$ cat src/rtl/core/csmp_ram.sv
`timescale 1ns / 1ps

module csmp_ram #(
    parameter int WIDTH = 30,
    parameter int DEPTH = 64
) (
    input  logic                     i_clk,
    input  logic                     i_we,
    input  logic [$clog2(DEPTH)-1:0] i_waddr,
    input  logic [WIDTH-1:0]         i_wdata,
    input  logic [$clog2(DEPTH)-1:0] i_raddr_a,
    input  logic [$clog2(DEPTH)-1:0] i_raddr_b,
    output logic [WIDTH-1:0]         o_rdata_a,
    output logic [WIDTH-1:0]         o_rdata_b
);

    logic [WIDTH-1:0] r_mem [DEPTH];
    logic [WIDTH-1:0] r_rd_a;
    logic [WIDTH-1:0] r_rd_b;

    // Write one entry, read two with registered data
    always_ff @(posedge i_clk) begin
        if (i_we) begin
            r_mem[i_waddr] <= i_wdata;
        end
        r_rd_a <= r_mem[i_raddr_a];
        r_rd_b <= r_mem[i_raddr_b];
    end

    assign o_rdata_a = r_rd_a;
    assign o_rdata_b = r_rd_b;

endmodule
$ cat config.mk
export PLATFORM = sky130hd
export DESIGN_NAME = csmp_ram
export DESIGN_NICKNAME = d
export VERILOG_FILES = /design/src/rtl/core/csmp_ram.sv
export SDC_FILE = /design/constraint.sdc
export NUM_CORES = 2
export LEC_CHECK = 0
export BUFFER_PORTS_ARGS = -buffer_cell sky130_fd_sc_hd__buf_2
export CAP_MARGIN = 25
export CORE_ASPECT_RATIO = 0.9
export CORE_MARGIN = 1
export CORE_UTILIZATION = 54
export DETAILED_ROUTE_END_ITERATION = 8
export GPL_ROUTABILITY_DRIVEN = 0
export PLACE_DENSITY = 0.7
export SYNTH_ARGS = -nofsm -noshare
export SYNTH_HDL_FRONTEND = slang
export SYNTH_SLANG_ARGS = --single-unit
$ cat constraint.sdc
create_clock -name i_clk -period 4.23 [get_ports i_clk]
set_input_delay 0 -clock i_clk [delete_from_list [all_inputs] [get_ports i_clk]]
set_output_delay 0 -clock i_clk [all_outputs]
set_load 0.05 [all_outputs]
# After elaboration in Yosys (flattened, before gate mapping)
# Memory sizes are Yosys's and may differ from the RTL's. A register that Yosys moved wholly into a read port is not among the register bits.
# Index checks and enable logic that the tools add are counted.
# W data, S select, Z words.
# classes
mux	2
# op_table
operator	n
$mux W1	2
# totals
input_bits	50
ramBits	1920
reg_bits	0
mem_count	1
wordCells	3
# memory_table
memory	words	word_bits	rd	rd_ports_with_merged_regs	write_ports	line_no	text
r_mem	64	30	2	2	1	17	logic [WIDTH-1:0] r_mem [DEPTH];

# Longest topological paths before layout
# depth
word_depth	2
mapped_depth	10
mapped_depth_nobuf	5

# Worst setup path before layout
# OpenSTA, ideal clock, no wires.
# synth_path
path_kind	input-to-reg
startpoint	in i_waddr[3]
endpoint	mem r_mem[48][0], enable pin
slack_ps	1211
t_arrival_ps	2564
t_required_ps	3776
stages	4
setup_time_ps	454
cell_sequence	clkbuf_1 > nor2b_1 > nand4b_1 > nor3_1
# synth_lines
element	line_no	text
start, declared	9	input logic [$clog2(DEPTH)-1:0] i_waddr,
end, declared	17	
# No word-level cell before the write port.

==> results.ini <==
[timing]
max_freq_mhz=322
hold_ws_ns=0.0175
min_period_over_period_pct=73.3
tightest_slew_ns=1.12
finalMaxSlewViolations=0
finalHoldViolCount=0
setup_viol=0
fin_skew_ns=0.0229
final.min_clock_period_ns=3.10
rsz0062_at_grt=no
slew_headroom_pct=24.3
fin_tns_setup_ns=0

[yosys]
yosysSeqAreaShare_pct=65.4
ys_warn_count=0
synth_seq_cells=1980
synth_area_leaders=edfxtp_1 (64%), mux4_2 (22%), mux2i_1 (3.4%), dfxtp_1 (1.3%), mux2_2 (0.81%)
yosys_most_used_dff=edfxtp_1
synthArstFlopShare_pct=0
post-synth-top-count-cell=edfxtp_1
synth_edf_count=1920
ys_types=53
synth_area_sq_um=90000
synth_nets=4568
syn_inst=4518
synth_top_area_share_pct=64.1
avgSynthCellArea_sq_um=19.9
synthTopCellsByCount=edfxtp_1 (1920), mux4_2 (882), mux2i_1 (305), nor2_1 (173), buf_2 (135)
yosys.area.top_type=edfxtp_1

[grt]
grt_start_max_net_pins=77
grt_first_pass_wirelength_mm=400
grt_overflow=0
first_global_vias=51500
antenna_found_initial=25
grt.total_usage_pct=34.5

[finish]
layoutNonFillerInstCount=7200
num-nets-final=4846
synthToLayoutAreaGrowth_pct=13.1
drive_above_1_share_pct=34.5
utilization_pct=61.8
fill_cells=11400

[worst_setup_path]
worst-path-max-fanout=14
endpoint_kind=register
critPathSlowestCell=a211oi_1
slowest_delay_ns=0.66
r2r_end=o_rdata_a[12]
cp.required_ns=5.00
crit_type=input port to register
startpoint_type=input port
r2r_start=r_mem[30][12]
r2r_slack_ns=1.67
path_cells=dlygate4sd3_1 > buf_2 > buf_4 > nor2b_2 > nand2_1 > buf_4 > buf_4 > o22ai_1 > a211oi_1 > a22o_1 > dlygate4sd3_1
cpMostUsedCell=buf_4
reg2regPathDepth=5
critPathArrivalTime_ns=3.87

[min_path]
min_from=i_wdata[6]
min_path_cells=2
min_to=r_mem[40][6]
min_path_type=input port to register

[pwr]
power-per-cell-area_nw_per_um2=424
switching_power_mw=10.1
clock_power_share_pct=40.1
power.internal_mw=33.0
p_leak_nw=32.5
vdd.ir_drop.worst_v=0.000390
pwr-share-seq_pct=50.8
report.power.total_mw=43.1
combPwrFrac_pct=9.1
swShare_pct=23.4

[clock_tree]
clk_path_buf_depth=3
cts_made_buffers=195
clk_latency_ns=0.83
cts_tree=built
h-tree-depth=4
post_cts_buffers=0
clk_pin_slew_ns=0.06
cts_root_buffer=clkbuf_16
cts_sinks=1980

[floorplan]
start_util_pct=54.6
die_w_microns=432
row_count=141
die_h_microns=389
ios=110
dieArea_sq_um=168000
core_sq_um=165000

[routing]
first_pass_iters=6
post_drt_wl_per_cell_microns=40.1
vias=52700
drt_wl_total_mm=289
final_antenna_net_count=0
drt-vias-per-instance=7.32
remaining_drc_errors=0
drt_iter0_markers=8071

[placement]
dp_hpwl_mm=182
port_buffers=109
placed_cells=6751

[status]
status=finished, final reports clean

[job]
cap_viol_max_count=0

==> sequential cells by signal, indices dropped and copies added (netlist names) <==
register   cells
r_mem       1920
o_rdata_a     30
o_rdata_b     30
==> worst max path at each step <==
stage	startpoint	endpoint	slack, ns
floorplan	i_waddr[3]	r_mem[48][0]	1.21
global placement	i_raddr_a[0]	o_rdata_a[14]	0.65
detailed placement	i_raddr_a[0]	o_rdata_a[14]	1.05
CTS	i_raddr_b[4]	o_rdata_b[15]	1.35
global route	i_raddr_b[4]	o_rdata_b[15]	1.29
finish	i_raddr_b[4]	o_rdata_b[15]	1.13
==> worst max-delay path: cells and delay by family <==
family	cells	cell delay [ns]
and+or+nand+nor	2	0.46
buffers and inverters	6	2.43
AOI/OAI and AO/OA	3	0.96
==> what timing repair did <==
action                                   CTS  global route
endpoints found under the setup margin     0             0
gates resized for setup                    0             0
hold buffers                              43             1
endpoints found under the hold margin   1971             1
==> cell usage in the layout, fill, tap and decap left out, types with 8 or more instances in the layout <==
master | synthesis | final
a211oi_1 | 67 | 67
a21oi_1 | 88 | 88
a221o_1 | 19 | 19
a221oi_1 | 29 | 29
a22o_1 | 36 | 36
a22oi_1 | 36 | 36
a2bb2oi_1 | 20 | 20
a311oi_1 | 19 | 17
a31o_1 | 9 | 9
a31o_2 | 8 | 8
buf_12 | 1 | 65
buf_2 | 135 | 101
buf_4 | 50 | 218
bufinv_16 | 0 | 13
clkbuf_1 | 131 | 56
clkbuf_16 | 0 | 201
clkbuf_8 | 0 | 18
clkinv_1 | 0 | 27
clkinv_2 | 0 | 36
dfxtp_1 | 60 | 60
diode_2 | 0 | 17
dlygate4sd3_1 | 0 | 44
edfxtp_1 | 1920 | 1920
mux2_2 | 65 | 65
mux2i_1 | 305 | 305
mux4_2 | 882 | 882
nand2_1 | 82 | 82
nand2b_1 | 14 | 13
nand3_1 | 12 | 12
nor2_1 | 173 | 109
nor2_4 | 0 | 63
nor2b_1 | 25 | 21
nor3_1 | 28 | 26
o21ai_0 | 63 | 63
o221ai_1 | 17 | 17
o22a_1 | 11 | 11
o22ai_1 | 110 | 110
or3_1 | 9 | 9
==> kinds of logic after synthesis <==
group	after synthesis	share of synthesized area, %
buffers and inverters	358	2.11
AO/OA/AOI/OAI	555	4.32
flip-flops	1980	65.4
multiplexers	1252	26.3
AND/OR/NAND/NOR	373	1.85
==> layer usage <==
layer  vias to the layer above  part of all wire (%)  global-route usage, %
met5                         -                0.0097                      0
met4                         6                   6.3                   18.5
met3                       746                    12                   7.63
met2                      4119                    46                   51.6
met1                     27600                    36                   47.7
li1                      20200                     -                      -
==> power groups by stage <==
stage / clock network, mW / registers (mW) / logic, mW
after global placement: 0 / 22.3 / 3.75
after detailed placement: 0 / 22.3 / 3.80
after global routing: 18.1 / 21.9 / 4.05
after CTS: 17.4 / 21.9 / 3.85
final: 17.3 / 21.9 / 3.94
after floorplan: 0 / 22.5 / 2.05
==> through the flow <==
step | instance area, sq um | worst slack [ns]
global placement | 94300 | 0.653
floorplan | 90000 | 1.21
CTS | 101000 | 1.35
finish | 102000 | 1.13
detailed placement | 94500 | 1.05
global route | 102000 | 1.29
==> final cells by class <==
class                   instances  area (sq um)  share of cell area, %
flip-flops and latches       1980         58900                   57.8
multi-input cells            2180         29700                   29.2
diodes                         17          42.5                 0.0418
repair buffers                437          4030                   3.96
inverters                       2          12.5                 0.0123
clock inverters                93           855                  0.840
well taps                    2216          2770                   2.72
clock buffers                 275          5490                   5.39
Power figures use the tool's default switching activity.
